`src/rtl/cst_pkg.sv`:
```
// ----------------------------------------------------------------------------
// cst_pkg
// Shared types and constants of the command slot tracker.
// ----------------------------------------------------------------------------
package cst_pkg;

  // operation codes carried on the command word
  typedef enum logic [1:0] {
    OP_RESERVE = 2'd0,
    OP_INTR    = 2'd1,
    OP_RELEASE = 2'd2,
    OP_WAIT    = 2'd3
  } op_e;

  // fixed field widths
  localparam int unsigned MASK_W     = 32;
  localparam int unsigned IDX_W      = 5;
  localparam int unsigned SLOT_CNT_W = 6;

  // slot count after reset
  localparam logic [SLOT_CNT_W-1:0] SLOT_CNT_RST = 6'd32;

  // planes of one port entry
  localparam int unsigned ENT_ISS  = 0;
  localparam int unsigned ENT_DONE = 1;
  localparam int unsigned ENT_ERR  = 2;
  localparam int unsigned ENT_WAIT = 3;

endpackage

```
`src/rtl/command_slot_tracker.sv`:
```
// ----------------------------------------------------------------------------
// command_slot_tracker
// Per-port command slot tracker: reserve, interrupt completion, polled
// release and wait, over per-port issued/done/error/waiter masks.
// ----------------------------------------------------------------------------
//
//  channel  | handshake                 | payload
//  ---------+---------------------------+----------------------------------
//  command  | in_valid_i / in_stall_o   | opcode, port, slot, sact, ci, tfe
//  result   | out_valid_o / out_stall_i | ok, slot_index, masks, flags
//  config   | cfg_we_i                  | cfg_data_i (slot count)
//
// One word per cycle sustained while the output is not stalled; the memory
// is read into the stage-1 register on the edge that takes a command word,
// then the entry is modified, written back and registered into the output. A
// forwarding register carries a written entry to a word for the same port
// taken in the same cycle. Reset needs no sweep:
// a valid bit per port makes an unwritten entry read as all zero.
// An output stall holds the result and backs up into the command channel.
module command_slot_tracker #(
  parameter int unsigned PORTS = 32,
  parameter int unsigned SLOTS = 32
) (
  input  logic                                  clk_i,
  input  logic                                  rst_ni,
  // configuration
  input  logic                                  cfg_we_i,
  input  logic [cst_pkg::SLOT_CNT_W-1:0]        cfg_data_i,
  // command channel
  input  logic                                  in_valid_i,
  output logic                                  in_stall_o,
  input  logic [1:0]                            opcode_i,
  input  logic [4:0]                            port_i,
  input  logic [4:0]                            slot_i,
  input  logic [cst_pkg::MASK_W-1:0]            sact_bits_i,
  input  logic [cst_pkg::MASK_W-1:0]            ci_bits_i,
  input  logic                                  task_error_i,
  // result channel
  output logic                                  out_valid_o,
  input  logic                                  out_stall_i,
  output logic                                  ok_o,
  output logic [cst_pkg::IDX_W-1:0]             slot_index_o,
  output logic [cst_pkg::MASK_W-1:0]            completed_mask_o,
  output logic [cst_pkg::MASK_W-1:0]            wake_mask_o,
  output logic                                  done_res_o,
  output logic                                  failed_o,
  output logic                                  blocked_o
);

  localparam int unsigned PW = (PORTS > 1) ? $clog2(PORTS) : 1;
  localparam logic [5:0] PortsLim = 6'(PORTS);
  localparam logic [5:0] SlotsLim = 6'(SLOTS);

  typedef logic [3:0][SLOTS-1:0] entry_t;

  // configuration
  logic [cst_pkg::SLOT_CNT_W-1:0] slot_cnt_q;

  // port state memory and valid bits
  entry_t             mem_q [PORTS];
  entry_t             rdata_q;
  logic [PORTS-1:0]   vld_q, vld_d;
  logic               rd_vld_q;

  // forwarding
  logic               fwd_sel_q;
  entry_t             fwd_q;

  // stage 1 (entry read in flight)
  logic                         s1_valid_q;
  cst_pkg::op_e                 s1_op_q;
  logic [4:0]                   s1_port_q;
  logic [4:0]                   s1_slot_q;
  logic                         s1_port_ok_q;
  logic                         s1_slot_ok_q;
  logic [cst_pkg::MASK_W-1:0]   s1_sact_q;
  logic [cst_pkg::MASK_W-1:0]   s1_ci_q;
  logic                         s1_tfe_q;

  // output register
  logic                         out_valid_q;
  logic                         ok_q, ok_d;
  logic [cst_pkg::IDX_W-1:0]    idx_q, idx_d;
  logic [cst_pkg::MASK_W-1:0]   comp_q, comp_d;
  logic [cst_pkg::MASK_W-1:0]   wake_q, wake_d;
  logic                         dn_q, dn_d;
  logic                         fl_q, fl_d;
  logic                         blk_q, blk_d;

  // control
  logic               in_acc;
  logic               s1_adv;
  logic               in_port_ok;
  logic               in_slot_ok;
  logic               fwd_hit;
  logic [PW-1:0]      rd_addr;
  logic [PW-1:0]      wr_addr;

  // modify datapath
  entry_t             cur;
  entry_t             nxt;
  logic [5:0]         limit;
  logic [SLOTS-1:0]   lim_mask;
  logic [SLOTS-1:0]   busy;
  logic [SLOTS-1:0]   free;
  logic [SLOTS-1:0]   grant;
  logic [cst_pkg::IDX_W-1:0] grant_idx;
  logic [SLOTS-1:0]   comp;
  logic [SLOTS-1:0]   sbit;

  // handshake
  assign s1_adv     = s1_valid_q && (!out_valid_q || !out_stall_i);
  assign in_stall_o = s1_valid_q && !s1_adv;
  assign in_acc     = in_valid_i && !in_stall_o;

  assign in_port_ok = {1'b0, port_i} < PortsLim;
  assign in_slot_ok = {1'b0, slot_i} < SlotsLim;
  assign rd_addr    = port_i[PW-1:0];
  assign wr_addr    = s1_port_q[PW-1:0];
  assign fwd_hit    = s1_adv && s1_port_ok_q && in_port_ok && (port_i == s1_port_q);

  // configuration register
  always_ff @(posedge clk_i or negedge rst_ni) begin
    if (!rst_ni) begin
      slot_cnt_q <= cst_pkg::SLOT_CNT_RST;
    end else if (cfg_we_i) begin
      slot_cnt_q <= cfg_data_i;
    end
  end

  // memory write and registered read
  always_ff @(posedge clk_i) begin
    if (s1_adv && s1_port_ok_q) begin
      mem_q[wr_addr] <= nxt;
    end
    if (in_acc) begin
      rdata_q <= mem_q[rd_addr];
    end
  end

  // mark entries written
  always_comb begin
    vld_d = vld_q;
    if (s1_adv && s1_port_ok_q) begin
      vld_d[wr_addr] = 1'b1;
    end
  end

  // control state
  always_ff @(posedge clk_i or negedge rst_ni) begin
    if (!rst_ni) begin
      vld_q       <= '0;
      s1_valid_q  <= 1'b0;
      out_valid_q <= 1'b0;
      rd_vld_q    <= 1'b0;
      fwd_sel_q   <= 1'b0;
    end else begin
      vld_q       <= vld_d;
      out_valid_q <= s1_adv || (out_valid_q && out_stall_i);
      if (in_acc) begin
        s1_valid_q <= 1'b1;
        rd_vld_q   <= vld_q[rd_addr];
        fwd_sel_q  <= fwd_hit;
      end else if (s1_adv) begin
        s1_valid_q <= 1'b0;
      end
    end
  end

  // capture command word and forwarded entry
  always_ff @(posedge clk_i) begin
    if (in_acc) begin
      s1_op_q      <= cst_pkg::op_e'(opcode_i);
      s1_port_q    <= port_i;
      s1_slot_q    <= slot_i;
      s1_port_ok_q <= in_port_ok;
      s1_slot_ok_q <= in_slot_ok;
      s1_sact_q    <= sact_bits_i;
      s1_ci_q      <= ci_bits_i;
      s1_tfe_q     <= task_error_i;
      fwd_q        <= nxt;
    end
  end

  // pick the current entry
  assign cur = fwd_sel_q ? fwd_q : (rd_vld_q ? rdata_q : '0);

  // slot window, lowest free slot, slot decode
  always_comb begin
    limit = (slot_cnt_q > SlotsLim) ? SlotsLim : slot_cnt_q;
    for (int i = 0; i < SLOTS; i++) begin
      lim_mask[i] = 6'(i) < limit;
      sbit[i]     = s1_slot_q == 5'(i);
    end
    busy  = s1_sact_q[SLOTS-1:0] | s1_ci_q[SLOTS-1:0] | cur[cst_pkg::ENT_ISS];
    free  = ~busy & lim_mask;
    grant = free & (~free + SLOTS'(1));
    grant_idx = '0;
    for (int i = 0; i < SLOTS; i++) begin
      if (grant[i]) begin
        grant_idx = grant_idx | 5'(i);
      end
    end
    comp = cur[cst_pkg::ENT_ISS] & ~s1_ci_q[SLOTS-1:0];
  end

  // modify the entry and form the result
  always_comb begin
    nxt    = cur;
    ok_d   = 1'b0;
    idx_d  = '0;
    comp_d = '0;
    wake_d = '0;
    dn_d   = 1'b0;
    fl_d   = 1'b0;
    blk_d  = 1'b0;
    if (s1_port_ok_q) begin
      case (s1_op_q)
        cst_pkg::OP_RESERVE: begin
          nxt[cst_pkg::ENT_ISS]  = cur[cst_pkg::ENT_ISS] | grant;
          nxt[cst_pkg::ENT_DONE] = cur[cst_pkg::ENT_DONE] & ~grant;
          nxt[cst_pkg::ENT_ERR]  = cur[cst_pkg::ENT_ERR] & ~grant;
          nxt[cst_pkg::ENT_WAIT] = cur[cst_pkg::ENT_WAIT] & ~grant;
          ok_d  = |grant;
          idx_d = grant_idx;
        end
        cst_pkg::OP_INTR: begin
          nxt[cst_pkg::ENT_ISS]  = cur[cst_pkg::ENT_ISS] & ~comp;
          nxt[cst_pkg::ENT_DONE] = cur[cst_pkg::ENT_DONE] | comp;
          nxt[cst_pkg::ENT_ERR]  = s1_tfe_q ? (cur[cst_pkg::ENT_ERR] | comp)
                                            : (cur[cst_pkg::ENT_ERR] & ~comp);
          nxt[cst_pkg::ENT_WAIT] = cur[cst_pkg::ENT_WAIT] & ~comp;
          comp_d = cst_pkg::MASK_W'(comp);
          wake_d = cst_pkg::MASK_W'(cur[cst_pkg::ENT_WAIT] & comp);
          fl_d   = (|comp) && s1_tfe_q;
        end
        cst_pkg::OP_RELEASE: begin
          // busy slot without error: leave it for the next poll
          if (s1_slot_ok_q) begin
            if (!(|(s1_ci_q[SLOTS-1:0] & sbit))) begin
              nxt[cst_pkg::ENT_ISS] = cur[cst_pkg::ENT_ISS] & ~sbit;
              dn_d = 1'b1;
            end else if (s1_tfe_q) begin
              nxt[cst_pkg::ENT_ISS] = cur[cst_pkg::ENT_ISS] & ~sbit;
              fl_d = 1'b1;
            end
          end
        end
        cst_pkg::OP_WAIT: begin
          if (s1_slot_ok_q) begin
            if (|(cur[cst_pkg::ENT_DONE] & sbit)) begin
              dn_d = 1'b1;
              fl_d = |(cur[cst_pkg::ENT_ERR] & sbit);
            end else begin
              nxt[cst_pkg::ENT_WAIT] = cur[cst_pkg::ENT_WAIT] | sbit;
              blk_d = 1'b1;
            end
          end
        end
        default: begin
          nxt = cur;
        end
      endcase
    end
  end

  // output register
  always_ff @(posedge clk_i) begin
    if (s1_adv) begin
      ok_q   <= ok_d;
      idx_q  <= idx_d;
      comp_q <= comp_d;
      wake_q <= wake_d;
      dn_q   <= dn_d;
      fl_q   <= fl_d;
      blk_q  <= blk_d;
    end
  end

  assign out_valid_o      = out_valid_q;
  assign ok_o             = ok_q;
  assign slot_index_o     = idx_q;
  assign completed_mask_o = comp_q;
  assign wake_mask_o      = wake_q;
  assign done_res_o       = dn_q;
  assign failed_o         = fl_q;
  assign blocked_o        = blk_q;

endmodule

```
`config.mk`:
```
export PLATFORM = sky130hd
export DESIGN_NAME = command_slot_tracker
export DESIGN_NICKNAME = d
export VERILOG_FILES = /design/src/rtl/cst_pkg.sv /design/src/rtl/command_slot_tracker.sv
export SDC_FILE = /design/constraint.sdc
export NUM_CORES = 2
export LEC_CHECK = 0
export ABC_CLOCK_PERIOD_IN_PS = 10400
export BUFFER_PORTS_ARGS = -buffer_cell sky130_fd_sc_hd__buf_4
export CORE_UTILIZATION = 63
export CTS_BUF_LIST = sky130_fd_sc_hd__clkbuf_16
export DETAILED_ROUTE_END_ITERATION = 7
export GPL_TIMING_DRIVEN = 0
export PLACE_DENSITY = 0.79
export SLEW_MARGIN = 20
export SYNTH_ARGS = -nofsm -noshare
export SYNTH_HDL_FRONTEND = slang
export SYNTH_SLANG_ARGS = --single-unit
```
`constraint.sdc`:
```
create_clock -name clk_i -period 10.4 [get_ports clk_i]
set_clock_uncertainty 0.1 [all_clocks]
set_input_delay 1.04 -clock clk_i [delete_from_list [all_inputs] [get_ports clk_i]]
set_output_delay 1.04 -clock clk_i [all_outputs]
set_load 0.02 [all_outputs]
```
==> impl_results.md <==
- Outcome: finished, final reports clean
- Number of routed nets with antenna violations: 0
- Port Buf Inserts: 161
- Pwr Total: 0.0420 W
- Power per standard cell area: 204 nW/µm²
- Via count: 100432
- Most common cell after layout, fill and taps aside: edfxtp_1
- Synth Instances: 7534
- Final TNS setup: 0 ns
- CTS-repair resized insts: 0
- Hold Worst Slack: 0.135 ns
- Final Util: 74.4%
- Final Routed Wirelength: 662000 µm
- Worst-margin pin slew: 1.34 ns
- WP data arrival: 7.52 ns
- Post-Synth XOR/XNOR Area: 0.0250%
- Worst setup margin: 3.51 ns
- F_max: 145 MHz
- Synth Area in Simple Gates: 1.68%
- CP Capture Type: flop
- Hold Buf Count CTS: 1
- Most frequent cells in the layout: edfxtp_1 (4502), mux4_2 (1290), clkbuf_16 (437), clkbuf_1 (222), buf_12 (205)
- Nets: 8639
- Syn_area_per_cell: 23.3 µm²
- WL/cell: 52.2 µm
- Synthesized-area fraction occupied by ao, oa, aoi and oai cells: 2.06%
- Final Wtd Congestion: 1.03
- CTS H-tree depth: 5
- Post-route DRC: 0
- Endpoints failing setup: 0
- Synth Area in Adders: 0%
- WP data required: 11.03 ns
- CP max FO: 10
- Initial Util: 63.4%
- DP Worst Slack: 3.94 ns
- Tmin final: 6.89 ns
- Syn Nets: 7622
- Vias in the first global route: 98245
- Root Buffer: clkbuf_16
- Number of buffers created by CTS: 430
- Die extent in x: 530 µm
- Fraction of synthesized area in multiplexers: 17.5%
- Longest Clk Path Bufs: 4
- Initial antenna violation count: 60
- Clk_lat worst skew: 1.04 ns
- Share of the synthesized area in the top cell type: 77.1%
- Dpl hpwl: 398000 µm
- Core area: 276000 µm²
- Sequential share of the synthesized area: 77.7%
- RSZ-0062 raised after global routing: false
- Netlist cell types: 97
- Die Y: 530 µm
- Detailed Routing Iterations Pass 1: 6
- Fraction of registers with async set/reset: 0.924%
- Area Growth Syn to Fin: 17.3%
- CTS tree: built
- Synthesized flop and latch total: 4544
- Clk sinks: 4544
- Worst rel slew slack: 10.8%
- Worst hold-check path type: primary input to flop
- WS Path Type: flop to flop
- Crit share post-route: 66.3%
- Synth area leaders: edfxtp_1 (77%), mux4_2 (17%), mux2_2 (0.87%), clkbuf_1 (0.68%), dfrtp_1 (0.59%)
- First-pass GRT wire length: 866000 µm
- Share of layout cells above drive strength 1: 33.8%
- Yosys Warn Count: 0
- Iter 0 DRT Violations: 19637
- Main combinational cell family by area after synthesis: multiplexers
- Worst vdd ir: 0.173 mV
- Post-synthesis cell type with the largest combined area: edfxtp_1
- I/O pin count: 163
- Pin count of the biggest net entering global routing: 91
- Clock slew at reported path FFs: 0.06 ns
- Fin. Hold Viols: 0
- Max-Cap Viols: 0
- Tot GR Track Use: 47.2%
- Static Leak: 66.4 nW
- Die area: 280000 µm²
- Via density: 7.92
- Post-synth top flop: edfxtp_1
- Post-CTS setup buffers: 0
- Final slew viol count: 0
- Post-synth EDFFs: 4502
- Grt ovf: 0
- Mapped Area: 175000 µm²
- Core Rows: 193
- Critical path startpoint category: flop
[synthesized netlist by cell type (42+ instances only)]
cell type / number
edfxtp_1: 4502
mux4_2: 1290
clkbuf_1: 319
nor2_1: 192
nand2_1: 136
mux2_2: 135
a22oi_1: 102
o21ai_0: 84
buf_1: 67
o22ai_1: 52
or2_2: 51
inv_1: 50
a21oi_1: 42
[through the flow]
stage,area [µm²],std cells
final,206000,12685
after CTS,205000,12607
after global placement,181000,11400
after detailed placement,192000,11820
after floorplan,175000,7534
after global routing,205000,12643
[critical path, cell delays in order (launching register included)]
cell	delay [ns]
edfxtp_1	0.47
clkbuf_1	0.39
clkbuf_1	0.38
nand3_1	0.88
nor2_1	0.18
a221oi_1	0.87
nand4_1	0.17
o31ai_1	0.68
clkbuf_1	0.57
clkbuf_2	0.66
a222oi_1	0.34
buf_2	0.29
buf_2	0.20
buf_2	0.21
buf_2	0.19
[sequential cells by signal, indices dropped and copies added (netlist names), 2 cells and up]
name              flops
mem_q              4096
fwd_q               128
rdata_q             128
completed_mask_o     32
s1_ci_q              32
s1_sact_q            32
vld_q                32
wake_mask_o          32
slot_cnt_q            6
s1_port_q             5
s1_slot_q             5
slot_index_o          5
s1_op_q               2
[power by group]
group,leakage [nW],internal (W),switching [W]
Clock,7.02,0.00851,0.00738
Combinational,17.2,0.00137,0.00315
Sequential,42.2,0.0214,0.000230
[routing by layer]
| metal | vias up | global-route usage [%] | routed length (µm) | share of wire [%] |
|---|---|---|---|---|
| li1 | 34591 | - | - | - |
| met1 | 51112 | 58.4 | 197000 | 30 |
| met2 | 11814 | 73.3 | 308000 | 47 |
| met3 | 2865 | 12.8 | 96000 | 15 |
| met4 | 50 | 32.5 | 60000 | 9.1 |
| met5 | - | 0 | 559 | 0.084 |
[layout make-up]
cell class / count / area [µm²]
flip-flops and latches: 4544 / 136000
multi-input cells: 2531 / 38800
clock buffers: 437 / 10900
inverters: 51 / 204
well taps: 3705 / 4640
fillers: 13485 / 70900
clock inverters: 349 / 2760
plain buffers: 408 / 1750
diodes: 75 / 188
repair buffers: 585 / 10100
[path summary, 6_finish.rpt]
kind | from | end | slack [ns] | cells past startpoint
min in group asynchronous | rst_ni | s1_valid_q | 0.55 | 2
min | slot_i[2] | s1_slot_q[2] | 0.14 | 1
max reg2reg | s1_slot_q[3] | mem_q[12][5] | 3.51 | 14
max | s1_slot_q[3] | mem_q[12][5] | 3.51 | 14
min reg2reg | vld_q[14] | vld_q[14] | 0.37 | 1
max in group asynchronous | rst_ni | slot_cnt_q[2] | 9.15 | 2
[cells by family (layout without fill, tap and decap cells)]
family | count (synthesis) | count (layout)
mux | 1438 | 1438
flops | 4544 | 4544
other cells | 0 | 75
buf+inv | 459 | 1830
compound gates | 505 | 505
simple gates | 583 | 583
xor+xnor | 5 | 5
Power figures use the tool's default switching activity.
